`config.mk`:
```
export PLATFORM = sky130hd
export DESIGN_NAME = serial_command_decoder_unit
export DESIGN_NICKNAME = d
export VERILOG_FILES = /design/src/hdl/scd_pkg.sv /design/src/hdl/scd_front.sv /design/src/hdl/scd_queue.sv /design/src/hdl/scd_back.sv /design/src/hdl/serial_command_decoder_unit.sv
export SDC_FILE = /design/constraint.sdc
export NUM_CORES = 1
export LEC_CHECK = 0
export BUFFER_PORTS_ARGS = -buffer_cell sky130_fd_sc_hd__buf_2
export CELL_PAD_IN_SITES_DETAIL_PLACEMENT = 1
export CELL_PAD_IN_SITES_GLOBAL_PLACEMENT = 1
export CORE_ASPECT_RATIO = 0.8
export CORE_MARGIN = 2
export CORE_UTILIZATION = 45
export DETAILED_ROUTE_END_ITERATION = 6
export PLACE_DENSITY_LB_ADDON = 0.1
export SLEW_MARGIN = 20
export SYNTH_ARGS = -nofsm -noshare
export SYNTH_HDL_FRONTEND = slang
export SYNTH_SLANG_ARGS = --single-unit
export TNS_END_PERCENT = 30
```
`constraint.sdc`:
```
create_clock -name clock -period 4.3 [get_ports clock]
set_input_delay 0.86 -clock clock [delete_from_list [all_inputs] [get_ports clock]]
set_output_delay 0.86 -clock clock [all_outputs]
set_load 0.005 [all_outputs]
```
`src/hdl/scd_pkg.sv`:
```
`default_nettype none
// ----------------------------------------------------------------------------
// scd_pkg - shared types and constants of the serial command decoder
// command record, queue status, state encodings, action and effect codes
// ----------------------------------------------------------------------------
package scd_pkg;

   // action numbers that carry an effect
   localparam logic [6:0] ACT_HDD_POWER = 7'd1;
   localparam logic [6:0] ACT_MOTOR0    = 7'd10;
   localparam logic [6:0] ACT_MOTOR1    = 7'd11;
   localparam logic [6:0] ACT_HDD_CLICK = 7'd126;

   // highest hdd index that a click may address
   localparam logic [13:0] HDD_MAX_INDEX = 14'd3;

   // tone period numerator in microseconds and restoring divider length
   localparam int          DIVIDEND_W    = 20;
   localparam logic [19:0] TONE_DIVIDEND = 20'd1000000;
   localparam logic [4:0]  DIV_LAST_STEP = 5'd19;

   typedef enum logic [2:0] {
      EFF_NONE  = 3'd0,
      EFF_POWER = 3'd1,
      EFF_STOP  = 3'd2,
      EFF_START = 3'd3,
      EFF_CLICK = 3'd4
   } effect_type;

   typedef enum logic [1:0] {
      PH_ACTION = 2'd0,
      PH_HIGH   = 2'd1,
      PH_LOW    = 2'd2
   } phase_type;

   typedef enum logic [1:0] {
      BK_IDLE   = 2'd0,
      BK_DIVIDE = 2'd1,
      BK_EMIT   = 2'd2
   } back_state_type;

   typedef struct packed {
      logic [6:0]  action;
      logic [13:0] value;
   } cmd_type;

   typedef struct packed {
      logic full;
      logic not_empty;
   } fifo_status_type;

endpackage
`default_nettype wire

```
`src/hdl/scd_front.sv`:
```
`default_nettype none
// ----------------------------------------------------------------------------
// scd_front - byte parser
// collects action, high and low byte and hands finished commands to the queue
// ----------------------------------------------------------------------------
module scd_front
   import scd_pkg::*;
(
   input  wire logic            clock,
   input  wire logic            reset,
   input  wire logic            byte_valid,
   output logic                 byte_ready,
   input  wire logic [7:0]      byte_data,
   input  wire fifo_status_type q_status,
   output logic                 push,
   output cmd_type              push_cmd
);

   phase_type  phase_ff, phase_in;
   logic [6:0] action_ff, action_in;
   logic [6:0] high_ff, high_in;
   logic       accept;
   logic       is_action;

   assign byte_ready = !q_status.full;
   assign accept     = byte_valid && byte_ready;
   assign is_action  = byte_data[7];

   // next phase
   always_comb begin
      phase_in = phase_ff;
      case (phase_ff)
         PH_ACTION: begin
            if (accept && is_action) phase_in = PH_HIGH;
         end
         PH_HIGH: begin
            if (accept) phase_in = is_action ? PH_ACTION : PH_LOW;
         end
         PH_LOW: begin
            if (accept) phase_in = PH_ACTION;
         end
         default: begin
            phase_in = PH_ACTION;
         end
      endcase
   end

   // held bytes and command push
   always_comb begin
      action_in = action_ff;
      high_in   = high_ff;
      push      = 1'b0;
      case (phase_ff)
         PH_ACTION: begin
            if (accept && is_action) action_in = byte_data[6:0];
         end
         PH_HIGH: begin
            if (accept && !is_action) high_in = byte_data[6:0];
         end
         PH_LOW: begin
            push = accept && !is_action;
         end
         default: begin
            push = 1'b0;
         end
      endcase
   end

   // value = high * 127 + low
   assign push_cmd.action = action_ff;
   assign push_cmd.value  = {high_ff, 7'd0} - {7'd0, high_ff} + {7'd0, byte_data[6:0]};

   always_ff @(posedge clock) begin
      if (reset) begin
         phase_ff <= PH_ACTION;
      end else begin
         phase_ff <= phase_in;
      end
   end

   always_ff @(posedge clock) begin
      action_ff <= action_in;
      high_ff   <= high_in;
   end

endmodule
`default_nettype wire

```
`src/hdl/scd_queue.sv`:
```
`default_nettype none
// ----------------------------------------------------------------------------
// scd_queue - command queue
// small register fifo between parser and executor, default depth 2
// ----------------------------------------------------------------------------
module scd_queue
   import scd_pkg::*;
#(
   parameter int DEPTH = 2
)
(
   input  wire logic      clock,
   input  wire logic      reset,
   input  wire logic      push,
   input  wire cmd_type   push_cmd,
   input  wire logic      pop,
   output cmd_type        pop_cmd,
   output fifo_status_type status
);

   localparam int PTR_W = (DEPTH > 1) ? $clog2(DEPTH) : 1;
   localparam int CNT_W = $clog2(DEPTH + 1);
   localparam logic [PTR_W-1:0] LAST_PTR  = PTR_W'(DEPTH - 1);
   localparam logic [CNT_W-1:0] FULL_CNT  = CNT_W'(DEPTH);

   cmd_type          slot_ff [DEPTH];
   logic [PTR_W-1:0] wr_ptr_ff, wr_ptr_in;
   logic [PTR_W-1:0] rd_ptr_ff, rd_ptr_in;
   logic [CNT_W-1:0] count_ff, count_in;

   always_comb begin
      wr_ptr_in = wr_ptr_ff;
      rd_ptr_in = rd_ptr_ff;
      count_in  = count_ff;
      if (push) wr_ptr_in = (wr_ptr_ff == LAST_PTR) ? '0 : wr_ptr_ff + 1'b1;
      if (pop)  rd_ptr_in = (rd_ptr_ff == LAST_PTR) ? '0 : rd_ptr_ff + 1'b1;
      case ({push, pop})
         2'b10:   count_in = count_ff + 1'b1;
         2'b01:   count_in = count_ff - 1'b1;
         default: count_in = count_ff;
      endcase
   end

   assign status.full      = (count_ff == FULL_CNT);
   assign status.not_empty = (count_ff != '0);
   assign pop_cmd          = slot_ff[rd_ptr_ff];

   always_ff @(posedge clock) begin
      if (reset) begin
         wr_ptr_ff <= '0;
         rd_ptr_ff <= '0;
         count_ff  <= '0;
      end else begin
         wr_ptr_ff <= wr_ptr_in;
         rd_ptr_ff <= rd_ptr_in;
         count_ff  <= count_in;
      end
   end

   always_ff @(posedge clock) begin
      if (push) slot_ff[wr_ptr_ff] <= push_cmd;
   end

   a_no_push_full: assert property (@(posedge clock) disable iff (reset)
      status.full |-> !push) else $error("push into full command queue");

   a_no_pop_empty: assert property (@(posedge clock) disable iff (reset)
      !status.not_empty |-> !pop) else $error("pop from empty command queue");

   a_count_bound: assert property (@(posedge clock) disable iff (reset)
      count_ff <= FULL_CNT) else $error("command queue count overrun");

endmodule
`default_nettype wire

```
`src/hdl/scd_back.sv`:
```
`default_nettype none
// ----------------------------------------------------------------------------
// scd_back - command executor
// runs the tone divider, updates motor and hdd state, holds the result item
// ----------------------------------------------------------------------------
module scd_back
   import scd_pkg::*;
(
   input  wire logic            clock,
   input  wire logic            reset,
   input  wire fifo_status_type q_status,
   input  wire cmd_type         q_cmd,
   output logic                 pop,
   output logic                 out_valid,
   input  wire logic            out_ready,
   output logic [6:0]           out_action,
   output logic [13:0]          out_value,
   output logic [2:0]           out_effect,
   output logic [1:0]           out_target,
   output logic [18:0]          out_half,
   output logic [1:0]           out_motor,
   output logic                 out_power
);

   back_state_type         state_ff, state_in;
   cmd_type                cmd_ff;
   logic [13:0]            rem_ff;
   logic [DIVIDEND_W-1:0]  dvd_ff;
   logic [DIVIDEND_W-1:0]  quot_ff;
   logic [4:0]             step_ff;
   logic [14:0]            trial;
   logic                   trial_ok;

   logic                   valid_ff;
   logic [6:0]             action_ff;
   logic [13:0]            value_ff;
   effect_type             effect_ff, effect_in;
   logic [1:0]             target_ff, target_in;
   logic [18:0]            half_ff, half_in;
   logic [1:0]             motor_ff, motor_in;
   logic                   power_ff, power_in;

   logic                   is_motor;
   logic                   channel;
   logic [1:0]             ch_mask;
   logic                   load;

   assign is_motor = (cmd_ff.action == ACT_MOTOR0) || (cmd_ff.action == ACT_MOTOR1);
   assign channel  = cmd_ff.action[0];
   assign ch_mask  = channel ? 2'b10 : 2'b01;

   // one restoring step per cycle
   assign trial    = {rem_ff, dvd_ff[DIVIDEND_W-1]};
   assign trial_ok = (trial >= {1'b0, cmd_ff.value});

   // next state
   always_comb begin
      state_in = state_ff;
      case (state_ff)
         BK_IDLE: begin
            if (q_status.not_empty) begin
               if (((q_cmd.action == ACT_MOTOR0) || (q_cmd.action == ACT_MOTOR1))
                   && (q_cmd.value != '0))
                  state_in = BK_DIVIDE;
               else
                  state_in = BK_EMIT;
            end
         end
         BK_DIVIDE: begin
            if (step_ff == DIV_LAST_STEP) state_in = BK_EMIT;
         end
         BK_EMIT: begin
            if (!valid_ff || out_ready) state_in = BK_IDLE;
         end
         default: begin
            state_in = BK_IDLE;
         end
      endcase
   end

   // control outputs
   always_comb begin
      pop  = 1'b0;
      load = 1'b0;
      case (state_ff)
         BK_IDLE:   pop  = q_status.not_empty;
         BK_EMIT:   load = !valid_ff || out_ready;
         default: begin
            pop  = 1'b0;
            load = 1'b0;
         end
      endcase
   end

   // effect of the finished command
   always_comb begin
      effect_in = EFF_NONE;
      target_in = '0;
      half_in   = '0;
      motor_in  = motor_ff;
      power_in  = power_ff;
      case (cmd_ff.action)
         ACT_HDD_POWER: begin
            effect_in = EFF_POWER;
            power_in  = (cmd_ff.value != '0);
         end
         ACT_HDD_CLICK: begin
            if (cmd_ff.value <= HDD_MAX_INDEX) begin
               effect_in = EFF_CLICK;
               target_in = cmd_ff.value[1:0];
            end
         end
         default: begin
            if (is_motor) begin
               target_in = {1'b0, channel};
               if (cmd_ff.value == '0) begin
                  effect_in = EFF_STOP;
                  motor_in  = motor_ff & ~ch_mask;
               end else begin
                  effect_in = EFF_START;
                  half_in   = quot_ff[DIVIDEND_W-1:1];
                  motor_in  = motor_ff | ch_mask;
               end
            end
         end
      endcase
   end

   always_ff @(posedge clock) begin
      if (reset) begin
         state_ff <= BK_IDLE;
         valid_ff <= 1'b0;
         motor_ff <= '0;
         power_ff <= 1'b0;
      end else begin
         state_ff <= state_in;
         if (load) begin
            valid_ff <= 1'b1;
            motor_ff <= motor_in;
            power_ff <= power_in;
         end else if (out_ready) begin
            valid_ff <= 1'b0;
         end
      end
   end

   always_ff @(posedge clock) begin
      if (pop) begin
         cmd_ff  <= q_cmd;
         rem_ff  <= '0;
         dvd_ff  <= TONE_DIVIDEND;
         quot_ff <= '0;
         step_ff <= '0;
      end else if (state_ff == BK_DIVIDE) begin
         rem_ff  <= trial_ok ? 14'(trial - {1'b0, cmd_ff.value}) : trial[13:0];
         dvd_ff  <= {dvd_ff[DIVIDEND_W-2:0], 1'b0};
         quot_ff <= {quot_ff[DIVIDEND_W-2:0], trial_ok};
         step_ff <= step_ff + 1'b1;
      end
      if (load) begin
         action_ff <= cmd_ff.action;
         value_ff  <= cmd_ff.value;
         effect_ff <= effect_in;
         target_ff <= target_in;
         half_ff   <= half_in;
      end
   end

   assign out_valid  = valid_ff;
   assign out_action = action_ff;
   assign out_value  = value_ff;
   assign out_effect = effect_ff;
   assign out_target = target_ff;
   assign out_half   = half_ff;
   assign out_motor  = motor_ff;
   assign out_power  = power_ff;

   a_start_has_period: assert property (@(posedge clock) disable iff (reset)
      valid_ff && (effect_ff == EFF_START) |-> (half_ff != '0) && (motor_ff[target_ff[0]]))
      else $error("channel start without period or enable");

   a_no_period_else: assert property (@(posedge clock) disable iff (reset)
      valid_ff && (effect_ff != EFF_START) |-> (half_ff == '0))
      else $error("period reported for non-start effect");

   a_divide_bounded: assert property (@(posedge clock) disable iff (reset)
      (state_ff == BK_DIVIDE) |-> (step_ff <= DIV_LAST_STEP))
      else $error("divider ran past its last step");

endmodule
`default_nettype wire

```
`src/hdl/serial_command_decoder_unit.sv`:
```
`default_nettype none
// ----------------------------------------------------------------------------
// serial_command_decoder_unit - serial command decoder
// turns a stream of received bytes into decoded motor and hdd commands
// ----------------------------------------------------------------------------
// input: one byte per cycle while the command queue has room
// path: the last byte goes into the queue, the back end pops it and, for a motor
//    start, runs the 20-step restoring divider before the result register loads
// back end: one command at a time, the next pop only after the result loads
// reset: synchronous, clears parse phase, queue, motor enables and hdd power
// ----------------------------------------------------------------------------
module serial_command_decoder_unit
   import scd_pkg::*;
#(
   parameter int QUEUE_DEPTH = 2
)
(
   input  wire logic        clock,
   input  wire logic        reset,
   // byte side
   input  wire logic        req_tvalid,
   output logic             req_tready,
   input  wire logic [7:0]  req_tdata,   // rx_byte
   // result side
   output logic             rsp_tvalid,
   input  wire logic        rsp_tready,
   output logic [47:0]      rsp_tdata,   // cmd_action, cmd_value, target, half_period,
                                         // motor_enables, hdd_power, zero pad
   output logic [2:0]       rsp_tuser    // effect
);

   fifo_status_type q_status;
   cmd_type         push_cmd;
   cmd_type         q_cmd;
   logic            push;
   logic            pop;

   logic [6:0]      out_action;
   logic [13:0]     out_value;
   logic [2:0]      out_effect;
   logic [1:0]      out_target;
   logic [18:0]     out_half;
   logic [1:0]      out_motor;
   logic            out_power;

   // front end: parses bytes, stalls only when the queue is full
   scd_front u_front (
      .clock      (clock),
      .reset      (reset),
      .byte_valid (req_tvalid),
      .byte_ready (req_tready),
      .byte_data  (req_tdata),
      .q_status   (q_status),
      .push       (push),
      .push_cmd   (push_cmd)
   );

   // decouples parsing from the slow divide in the back end
   scd_queue #(
      .DEPTH (QUEUE_DEPTH)
   ) u_queue (
      .clock    (clock),
      .reset    (reset),
      .push     (push),
      .push_cmd (push_cmd),
      .pop      (pop),
      .pop_cmd  (q_cmd),
      .status   (q_status)
   );

   // back end: executes one command at a time into the output register
   scd_back u_back (
      .clock      (clock),
      .reset      (reset),
      .q_status   (q_status),
      .q_cmd      (q_cmd),
      .pop        (pop),
      .out_valid  (rsp_tvalid),
      .out_ready  (rsp_tready),
      .out_action (out_action),
      .out_value  (out_value),
      .out_effect (out_effect),
      .out_target (out_target),
      .out_half   (out_half),
      .out_motor  (out_motor),
      .out_power  (out_power)
   );

   // result packing, lowest field first
   assign rsp_tdata = {3'd0, out_power, out_motor, out_half, out_target,
                       out_value, out_action};
   assign rsp_tuser = out_effect;

endmodule
`default_nettype wire
```
==> results of run 1 <==
-- cells by family (layout without fill, tap and decap cells) --
family,Yosys count,after routing,synth area share [%]
AOI/OAI and AO/OA,123,123,9.25
xor gates and xnor gates,24,24,2.63
muxes,30,30,4.08
buffers and inverters,63,132,3.25
adders and majority gates,26,26,4.26
DFF,188,188,62.5
and+or+nand+nor,226,226,14.0
other,1,3,0.0470
-- report_power, final --
part	total (mW)	switching [mW]	internal (mW)	leakage, nW
logic	1.65	0.985	0.662	1.55
registers	2.46	0.210	2.25	1.64
clock network	1.68	0.743	0.940	0.322
total	5.79	1.94	3.85	3.51
-- layout by cell type (no fill, tap or decap), types with 3 or more instances in the layout --
cell type	netlist	routed
o21ai_0	28	28
nor4_1	12	12
a211oi_1	3	3
buf_2	0	61
mux2_2	20	20
clkbuf_16	0	20
and3_1	23	23
a31oi_1	3	3
buf_4	4	8
a21oi_1	56	56
edfxtp_1	122	122
or3_1	7	7
o21a_1	4	4
nor3_1	11	11
mux2i_1	10	10
dfxtp_1	66	66
and2_1	3	3
conb_1	1	3
nand2_1	92	92
inv_8	0	5
nand4_1	9	9
xnor2_1	16	16
xor2_1	8	8
ha_1	24	24
inv_1	30	30
nand4b_1	4	4
a21o_1	3	3
nand3_1	15	15
o211ai_1	4	4
nand2b_1	9	9
nor2_1	26	25
nor2b_1	7	6
-- registers in the layout, indices dropped and copies added (netlist names), 5 cells and up, named ones only --
| signal | cells |
|---|---|
| u_back.quot_ff | 20 |
| u_front.action_ff | 7 |
| u_back.rem_ff | 14 |
| u_queue.slot_ff | 42 |
| u_back.out_value | 14 |
| u_back.step_ff | 5 |
| u_front.high_ff | 7 |
| u_back.dvd_ff | 14 |
| u_back.cmd_ff | 20 |
| u_back.out_action | 7 |
| u_back.out_half | 19 |
-- cell usage after synthesis (all sizes together), types with 2 or more instances --
library cell	count	area [um^2]
mux2	20	225
and3	23	144
nand2	92	345
mux2i	10	100
edfxtp	122	3660
a21o	3	22.5
o21bai	2	15.0
nand2b	9	56.3
inv	30	113
nor4	12	75.1
nor3	12	65.1
or3	8	55.1
a211o	2	17.5
xor2	8	70.1
fa	2	40.0
nor4b	2	17.5
nor2	26	97.6
dfxtp	66	1320
buf	8	52.6
o211ai	4	30.0
o21a	4	30.0
nor2b	7	43.8
nand4	9	56.3
and2	3	18.8
xnor2	16	140
o211a	2	20.0
clkbuf	24	90.1
a211oi	3	22.5
o21ai	28	140
ha	24	300
a21oi	56	280
a21boi	2	15.0
a31oi	3	18.8
nand4b	4	35.0
a31o	2	17.5
nand3	15	75.1
-- worst max-delay path: cells and delay by family, from the launching register on --
family          cells  cell delay (ns)
flops               1             0.48
buf+inv             1             0.16
compound gates      3             1.13
simple gates        2             0.34
fa+ha+maj           1             0.24
xor+xnor            1             0.20
-- metrics by stage --
stage | cells | power, mW
after CTS | 977 | 5.86
after global placement | 945 | 4.08
final | 977 | 5.79
after floorplan | 683 | 3.70
after detailed placement | 945 | 4.16
after global routing | 977 | 6.17
-- worst max-delay path by stage --
stage | to | slack [ns] | depth (start not counted)
after floorplan | u_back.out_power$_SDFFE_PP0P_ | 0.72 | 5
after global placement | u_queue.slot_ff[0][13]$_DFFE_PP_ | 1.25 | 8
after detailed placement | u_queue.slot_ff[1][13]$_DFFE_PP_ | 1.19 | 8
after CTS | u_queue.slot_ff[1][11]$_DFFE_PP_ | 1.51 | 8
after global routing | u_queue.slot_ff[1][13]$_DFFE_PP_ | 1.22 | 8
final | u_queue.slot_ff[1][13]$_DFFE_PP_ | 1.48 | 8
-- metal layers --
layer  global-route usage (%)  up-vias  part of all wire [%]
li1                         -     2580                     -
met1                     23.2     2598                    45
met2                     33.2       51                    51
met3                     4.45       11                   2.4
met4                     5.61        0                  0.93
met5                        0        -                     0
-- area by class of cell --
| cell class | instances | area share, % |
|---|---|---|
| clock buffer | 20 | 5.46 |
| clock inverter | 12 | 1.68 |
| inverter | 31 | 1.27 |
| multi-input combinational | 432 | 30.1 |
| sequential | 188 | 54.4 |
| tap | 225 | 3.07 |
| timing repair buffer | 69 | 3.99 |
==> results by group, run 1 <==
Floorplan
  • DIE AREA: 0.0188 mm^2
  • Initial Util: 45.9%
  • Die H: 123 um
  • Die W: 153 um
  • Core box area: 0.0174 mm^2
  • # rows: 43
  • Io pins: 65

Critical path
  • Crit start category: flip-flop
  • Max stage delay on crit path: 0.78 ns
  • WS Path Type: reg -> reg
  • R2r endpoint: u_queue.slot_ff[1][13]$_DFFE_PP_
  • CP endpoint kind: flip-flop
  • Flop-to-flop setup slack: 1.48 ns
  • CP Launch Point: u_front.high_ff[1]$_DFFE_PP_
  • Critical path's slowest cell: o311ai_0
  • Critical Path RT: 4.47 ns
  • R2R Path Start: u_front.high_ff[1]$_DFFE_PP_
  • Critical path fanouts, max: 4
  • Critical Path AT: 2.99 ns
  • Worst-path cell chain: inv_1, ha_1, nor2b_1, o21ai_0, a21oi_1, o311ai_0, nand4b_1, xnor2_1
  • Reg2reg path depth: 8

Final layout
  • Fill count: 1838
  • Nets@finish: 777
  • Post-route cell area: 0.00916 mm^2
  • Share of cells above drive strength 1: 17.2%
  • Synth-to-Final Area Change: 14.8%
  • Ant. Diodes: 0
  • Multi-input gate area: 0.00276 mm^2
  • Register area: 0.00498 mm^2
  • Final Util: 52.7%

Route
  • Drt initial violations: 274
  • DRT antenna net count: 0
  • DR vias/cell: 5.36
  • DR DRC count: 0
  • Routed WL per cell: 17.5 um
  • Final wirelength: 17100 um
  • DRT Pass-1 Iters: 4
  • Via count: 5240

Clocking
  • Clock slew at reported path FFs: 0.08 ns
  • Root Buffer: clkbuf_16
  • Resized Gates After CTS: 0
  • CTS tree: built
  • Post-CTS Hold Fix Bufs: 0
  • CTS sink cnt: 188
  • Maximum root-to-sink buffer count: 2
  • CTS Buf Count: 17
  • Clock latency on the worst-skew pair: 0.43 ns
  • Post-CTS setup buffers: 0
  • CTS H-tree depth: 4

Synth
  • Sequential-to-total area share from yosys stat: 62.5%
  • Count of cell types in the netlist: 58
  • Mapped Area: 0.00798 mm^2
  • Post-synth ARST share: 0%
  • Post-Synthesis Cells: 681
  • EDFF count, synth: 122
  • Syn_area_per_cell: 11.7 um^2
  • Syn. warnings: 0
  • Number of synthesized register bits: 188
  • Top_reg_cell synth: edfxtp_1

Timing
  • Least-Margin Pin Slew: 0.965 ns
  • Tcrit/Tclk final: 65.6%
  • Final setup violation count: 0
  • RSZ-0062 raised after global routing: false
  • Max Clock Freq: 355 MHz
  • Final setup skew: 0.0163 ns
  • Final Max Tran Viols: 0
  • Setup_tns: 0 ns
  • Final min period: 2.82 ns
  • Final hold violation count: 0
  • Setup ws final: 1.48 ns
  • Slew margin rel.: 35.6%
  • Hold Slack: 0.452 ns

Min path
  • WHS Path Cells: 0
  • Worst min path class: reg -> reg
  • Hold EP: u_queue.slot_ff[0][20]$_DFFE_PP_
  • Hold path start: u_front.action_ff[6]$_DFFE_PP_

Run status
  • Status: finished, final reports clean

Placed design
  • Gp weighted congestion: 0.887
  • Setup WS pre-CTS: 1.19 ns
  • Placed Area: 0.00851 mm^2
  • Port buffer count: 61
  • Final HPWL DP: 12000 um

Run
  • Max-cap violations: 0

Power and ir drop
  • Static leakage: 3.51 nW
  • Worst vdd ir: 0.000281 V
  • Pwr Density: 632 mW/mm^2

Global routing
  • Vias in the first global route: 5411
  • Grt total ovfl: 0
  • GRT Util Overall: 18.8%
  • Initial antenna violation count: 0
  • Pin count of the biggest net entering global routing: 56
  • First-pass GRT wire length: 27900 um
Power figures use the tool's default switching activity.
==> run 2, diff against run 1 <==
==> constraint.sdc (replaced) <==
create_clock -name clock -period 2.7 [get_ports clock]
set_input_delay 0.54 -clock clock [delete_from_list [all_inputs] [get_ports clock]]
set_output_delay 0.54 -clock clock [all_outputs]
set_load 0.005 [all_outputs]
==> run 2 against run 1 <==
  * Utilization up 0.17 points
  * First-iteration DRC count up 8.4%
  * Critical path depth unchanged
  * Global-route usage up 0.40 points
  * Critical path type unchanged
  * Total power up 58%
  * Sequential share of layout area down 0.17 points
  * Die area unchanged
==> results by group, run 2 (synthesis results as in run 1) <==
Power and ir drop
  • Pwr Density: 999 mW/mm^2
  • Worst vdd ir: 0.000436 V
  • Static leakage: 3.53 nW
  • Final total power: 9.18 mW

Timing
  • Setup_tns: 0 ns
  • Slew margin rel.: 50.9%
  • Least-Margin Pin Slew: 0.735 ns
  • Final Max Tran Viols: 0
  • Final setup skew: 0.0201 ns
  • Final setup violation count: 0
  • Max Clock Freq: 395 MHz
  • Tcrit/Tclk final: 93.7%
  • Final min period: 2.53 ns
  • RSZ-0062 raised after global routing: false
  • Final hold violation count: 0

Route
  • Drt initial violations: 297
  • Via count: 5300
  • Routed WL per cell: 17.6 um
  • Final wirelength: 17300 um
  • DR DRC count: 0
  • DRT antenna net count: 0
  • DRT Pass-1 Iters: 4
  • DR vias/cell: 5.37

Clocking
  • CTS H-tree depth: 4
  • Maximum root-to-sink buffer count: 2
  • Resized Gates After CTS: 0
  • Clock latency on the worst-skew pair: 0.44 ns
  • Root Buffer: clkbuf_16
  • CTS tree: built
  • CTS sink cnt: 188
  • Clock slew at reported path FFs: 0.08 ns
  • CTS Buf Count: 17
  • Post-CTS Hold Fix Bufs: 0
  • Post-CTS setup buffers: 0

Critical path
  • Critical path fanouts, max: 6
  • Critical path's slowest cell: edfxtp_1
  • CP endpoint kind: flip-flop
  • Max stage delay on crit path: 0.52 ns
  • WS Path Type: reg -> reg
  • Crit start category: flip-flop
  • R2R Path Start: u_front.high_ff[0]$_DFFE_PP_
  • Reg2reg path depth: 8
  • Crit path buf inv count: 0
  • R2r endpoint: u_queue.slot_ff[1][12]$_DFFE_PP_
  • Critical Path RT: 2.88 ns
  • Worst-path cell chain: ha_1, fa_1, nor2b_1, o21ai_0, a21boi_0, o211ai_1, nand4_1, xnor2_1
  • Critical Path AT: 2.71 ns
  • Family with the most delay on the worst path: adder cells
  • Flop-to-flop setup slack: 0.17 ns

Run
  • Max-cap violations: 0

Final layout
  • Ant. Diodes: 0
  • Largest regs: u_queue.slot_ff: 42 flops, u_back.cmd_ff: 20 flops, u_back.quot_ff: 20 flops
  • Largest Register: u_queue.slot_ff
  • Synth-to-Final Area Change: 15.2%
  • Most common cell after layout, fill and taps aside: edfxtp_1
  • Fill count: 1840
  • Nets@finish: 787
  • Share of cells above drive strength 1: 18.2%
  • Max FFs per register: 42
  • Commonest non-fill, non-tap cells in the layout: 122 x edfxtp_1, 92 x nand2_1, 66 x dfxtp_1, 61 x buf_2, 56 x a21oi_1

Global routing
  • First-pass GRT wire length: 28300 um
  • Pin count of the biggest net entering global routing: 56
  • GRT Util Overall: 19.2%
  • Initial antenna violation count: 0
  • Grt total ovfl: 0
  • Vias in the first global route: 5504

Floorplan
  • Die W: 153 um
  • # rows: 43
  • Io pins: 65
  • Die H: 123 um
  • DIE AREA: 0.0188 mm^2
  • Core box area: 0.0174 mm^2
  • Initial Util: 45.9%

Run status
  • Status: finished, final reports clean

Placed design
  • Port buffer count: 61
  • Gp weighted congestion: 0.885
  • Final HPWL DP: 12300 um

Min path
  • Hold EP: u_front.high_ff[0]$_DFFE_PP_
  • WHS Path Cells: 1
  • Hold path start: req_tdata[0]
  • Worst min path class: in -> reg
## run 2: through the flow
stage                     hold slack, ns  worst slack [ns]  area, um^2  instances  util, %
after floorplan                    0.421           -0.0439        7990        683        -
after global placement             0.430             0.251        8600        955     49.5
after detailed placement           0.437            0.0724        8600        955     49.5
after CTS                          0.288             0.193        9190        987     52.9
after global routing               0.290            0.0187        9190        987     52.9
final                              0.301             0.171        9190        987     52.9
## run 2: layout make-up
type	instances	area [um^2]	area share (%)
clock buffers	17	425	4.63
clock inverters	15	170	1.85
inverters	31	116	1.27
multi-input cells	432	2760	30.0
flip-flops and latches	188	4980	54.2
well taps	225	282	3.06
repair buffers	79	453	4.93
## run 2: metal layers
metal | vias up | global-route usage (%) | routed length [um] | share of wire, %
li1 | 2592 | - | - | -
met1 | 2630 | 24.3 | 7960 | 46
met2 | 60 | 33.8 | 8730 | 50
met3 | 18 | 3.89 | 401 | 2.3
met4 | 0 | 5.50 | 231 | 1.3
met5 | - | 0 | 0 | 0
## run 2: where the power goes
part	switching [mW]	total (mW)	leakage [nW]	internal (mW)
sequential	0.326	3.91	1.64	3.59
clock	1.23	2.48	0.288	1.25
combinational	1.65	2.78	1.60	1.13
total	3.21	9.18	3.53	5.97
## run 2: worst max-delay path by stage
stage | start | endpoint | slack [ns] | cells after the start
finish | u_front.high_ff[0]$_DFFE_PP_ | u_queue.slot_ff[1][12]$_DFFE_PP_ | 0.17 | 8
global route | u_back.cmd_ff[7]$_DFFE_PP_ | u_back.rem_ff[8]$_SDFFE_PP0P_ | 0.02 | 9
CTS | u_front.high_ff[0]$_DFFE_PP_ | u_queue.slot_ff[0][12]$_DFFE_PP_ | 0.19 | 8
detailed placement | req_tdata[0] | u_queue.slot_ff[0][12]$_DFFE_PP_ | 0.07 | 10
global placement | req_tdata[0] | u_queue.slot_ff[0][12]$_DFFE_PP_ | 0.25 | 10
floorplan | u_back.state_ff[1]$_SDFFE_PP0P_ | u_queue.count_ff[1]$_SDFFE_PP0P_ | -0.04 | 7
==> run 3, diff against run 2 <==
--- a/config.mk
+++ b/config.mk
@@ -5,6 +5,7 @@
 export SDC_FILE = /design/constraint.sdc
 export NUM_CORES = 1
 export LEC_CHECK = 0
+export ABC_AREA = 1
 export BUFFER_PORTS_ARGS = -buffer_cell sky130_fd_sc_hd__buf_2
 export CELL_PAD_IN_SITES_DETAIL_PLACEMENT = 1
 export CELL_PAD_IN_SITES_GLOBAL_PLACEMENT = 1
==> run 3 against run 2 <==
  * Clock-buffer cell count did not move
  * Sequential share of layout area down 1.5 points
  * Utilization is 0.67 points lower
  * Synthesized cell count rose by 29%
  * Maximum frequency increased by 6.9%
  * Non-clock buffer count decreased by 6
  * Clock skew down 0.0055 ns
  * Design area is 2.9% higher
  * First-iteration DRC count increased by 16%
  * Area after synthesis grew 4.0%
  * Cell count is 21% higher
  * Critical endpoint is now u_queue.slot_ff[0][10]$_DFFE_PP_
  * Largest cell class unchanged
  * Highest routed layer unchanged
==> results by group, run 3 <==
Placed design
  • Port buffer count: 61
  • Setup WS pre-CTS: 0.192 ns
  • Gp weighted congestion: 0.970
  • Final HPWL DP: 14400 um

Timing
  • Final setup skew: 0.0146 ns
  • RSZ-0062 raised after global routing: false
  • Setup_tns: 0 ns
  • Least-Margin Pin Slew: 0.666 ns
  • Setup ws final: 0.335 ns
  • Slew margin rel.: 55.6%
  • Final setup violation count: 0
  • Final min period: 2.37 ns
  • Final hold violation count: 0
  • Final Max Tran Viols: 0
  • Tcrit/Tclk final: 87.6%
  • Max Clock Freq: 423 MHz

Route
  • DRT antenna net count: 0
  • DR vias/cell: 5.04
  • DRT Pass-1 Iters: 4
  • Via count: 6002
  • Final wirelength: 19800 um
  • Drt initial violations: 345
  • Routed WL per cell: 16.6 um
  • DR DRC count: 0

Critical path
  • Critical Path RT: 2.97 ns
  • Critical path fanouts, max: 6
  • Critical Path AT: 2.64 ns
  • CP endpoint kind: flip-flop
  • WS Path Type: reg -> reg
  • Crit start category: flip-flop

Final layout
  • Most common cell after layout, fill and taps aside: nand2_1
  • Largest Register: u_queue.slot_ff
  • Multi-input gate area: 0.00272 mm^2
  • Commonest non-fill, non-tap cells in the layout: 219 x nand2_1, 122 x edfxtp_1, 117 x inv_1, 75 x nor2_1, 66 x dfxtp_1
  • Fill count: 2071
  • Register area: 0.00498 mm^2
  • Final Util: 52.2%
  • Nets@finish: 985
  • Ant. Diodes: 0
  • Synth-to-Final Area Change: 14.0%
  • Max FFs per register: 42
  • Largest regs: u_queue.slot_ff: 42 flops, u_back.cmd_ff: 20 flops, u_back.quot_ff: 20 flops
  • Share of cells above drive strength 1: 13.1%

Power and ir drop
  • Clock power frac: 26.2%
  • Comb pwr share: 31.1%
  • Worst vdd ir: 0.000463 V
  • P_int: 6.06 mW
  • Pwr Density: 1010 mW/mm^2
  • Static leakage: 4.16 nW
  • Psw: 3.50 mW
  • Reg power frac: 42.7%
  • Sw frac: 36.6%

Floorplan
  • Die W: 156 um
  • Core box area: 0.0181 mm^2
  • Initial Util: 45.8%
  • # rows: 44
  • Io pins: 65
  • DIE AREA: 0.0195 mm^2
  • Die H: 125 um

Global routing
  • Pin count of the biggest net entering global routing: 71
  • Initial antenna violation count: 0
  • Grt total ovfl: 0
  • Vias in the first global route: 6216
  • First-pass GRT wire length: 32300 um
  • GRT Util Overall: 21.3%

Synth
  • Area leader, netlist: edfxtp_1
  • Sequential-to-total area share from yosys stat: 60.1%
  • Post-Synthesis Cells: 880
  • Post-synth ARST share: 0%
  • Syn. warnings: 0
  • Top cell type's share of synthesized area: 44.2%
  • Count leader, synth: nand2_1
  • Syn_area_per_cell: 9.43 um^2
  • Count of cell types in the netlist: 40
  • Top cells by area, synth: edfxtp_1 44%, dfxtp_1 16%, nand2_1 9.9%, inv_1 5.3%, ha_1 3.6%
  • EDFF count, synth: 122
  • Top_reg_cell synth: edfxtp_1
  • Synth top cells by count: 219 x nand2_1, 122 x edfxtp_1, 117 x inv_1, 76 x nor2_1, 66 x dfxtp_1
  • Number of synthesized register bits: 188
  • Mapped Area: 0.00830 mm^2

Run status
  • Status: finished, final reports clean

Clocking
  • Clock slew at reported path FFs: 0.08 ns
  • CTS tree: built
  • CTS Buf Count: 17
  • Clock latency on the worst-skew pair: 0.44 ns
  • Resized Gates After CTS: 0
  • CTS sink cnt: 188
  • Post-CTS Hold Fix Bufs: 0
  • CTS H-tree depth: 4
  • Root Buffer: clkbuf_16
  • Maximum root-to-sink buffer count: 2
  • Post-CTS setup buffers: 0

Run
  • Max-cap violations: 0

Min path
  • Worst min path class: in -> reg
-- run 3: cell count changes after synthesis, moves of 10 or more --
cell      delta
inv_1       +87
nor2_1      +50
clkbuf_1    -16
xnor2_1     -13
nand2_1    +127
and3_1      -23
mux2i_1     -10
buf_2       +11
nand3_1     +38
mux2_2      -20
-- run 3: final timing paths --
check                               startpoint                                to  slack (ns)  cells past startpoint
hold / removal                    req_tdata[0]    u_front.action_ff[0]$_DFFE_PP_        0.31                      1
hold reg to reg     u_back.cmd_ff[2]$_DFFE_PP_     u_back.out_value[2]$_DFFE_PP_        0.45                      0
setup / recovery  u_front.high_ff[0]$_DFFE_PP_  u_queue.slot_ff[0][10]$_DFFE_PP_        0.33                      6
setup reg to reg  u_front.high_ff[0]$_DFFE_PP_  u_queue.slot_ff[0][10]$_DFFE_PP_        0.33                      6
-- run 3: stage by stage --
stage	hold WS, ns	instances	power, mW	cell area [um^2]
2_1_floorplan	0.421	882	6.18	8310
3_3_place_gp	0.430	1158	6.90	8880
3_5_place_dp	0.439	1158	7.11	8880
4_1_cts	0.295	1190	9.65	9460
5_1_grt	0.302	1190	10.2	9460
6_report	0.312	1190	9.56	9460
-- run 3: critical path, stage by stage, from the launching register on --
cell and delay (ns):
edfxtp_1 0.51, ha_1 0.29, fa_1 0.41, o21ai_0 0.40
nand4_1 0.22, nand3_1 0.15, xor2_1 0.20
-- run 3: logic make-up after synthesis --
group | share of synthesized area (%)
and+or+nand+nor | 20.0
DFF | 60.1
AOI/OAI and AO/OA | 6.20
buffers and inverters | 7.45
xor gates and xnor gates | 2.11
other | 0.0452
adders and majority gates | 4.10
-- run 3: area by class of cell --
type	instances	share of cell area [%]
Timing Repair Buffer	73	4.31
Clock inverter	15	1.61
Tap cell	230	3.04
Sequential cell	188	52.7
Inverter	128	5.08
Clock buffer	17	4.50
Multi-Input combinational cell	539	28.8
-- run 3: routing by layer --
metal,wire length (um),up-vias,GRT usage [%]
li1,-,3000,-
met1,9290,2909,28.2
met2,9820,76,35.9
met3,359,17,3.36
met4,305,0,7.29
met5,0,-,0
-- run 3: power groups by stage --
stage / combinational, mW / clock [mW] / sequential (mW)
detailed placement: 2.96 / 0 / 4.14
floorplan: 2.10 / 0 / 4.08
global route: 3.38 / 2.66 / 4.16
CTS: 3.00 / 2.56 / 4.09
finish: 2.97 / 2.51 / 4.08
global placement: 2.79 / 0 / 4.11
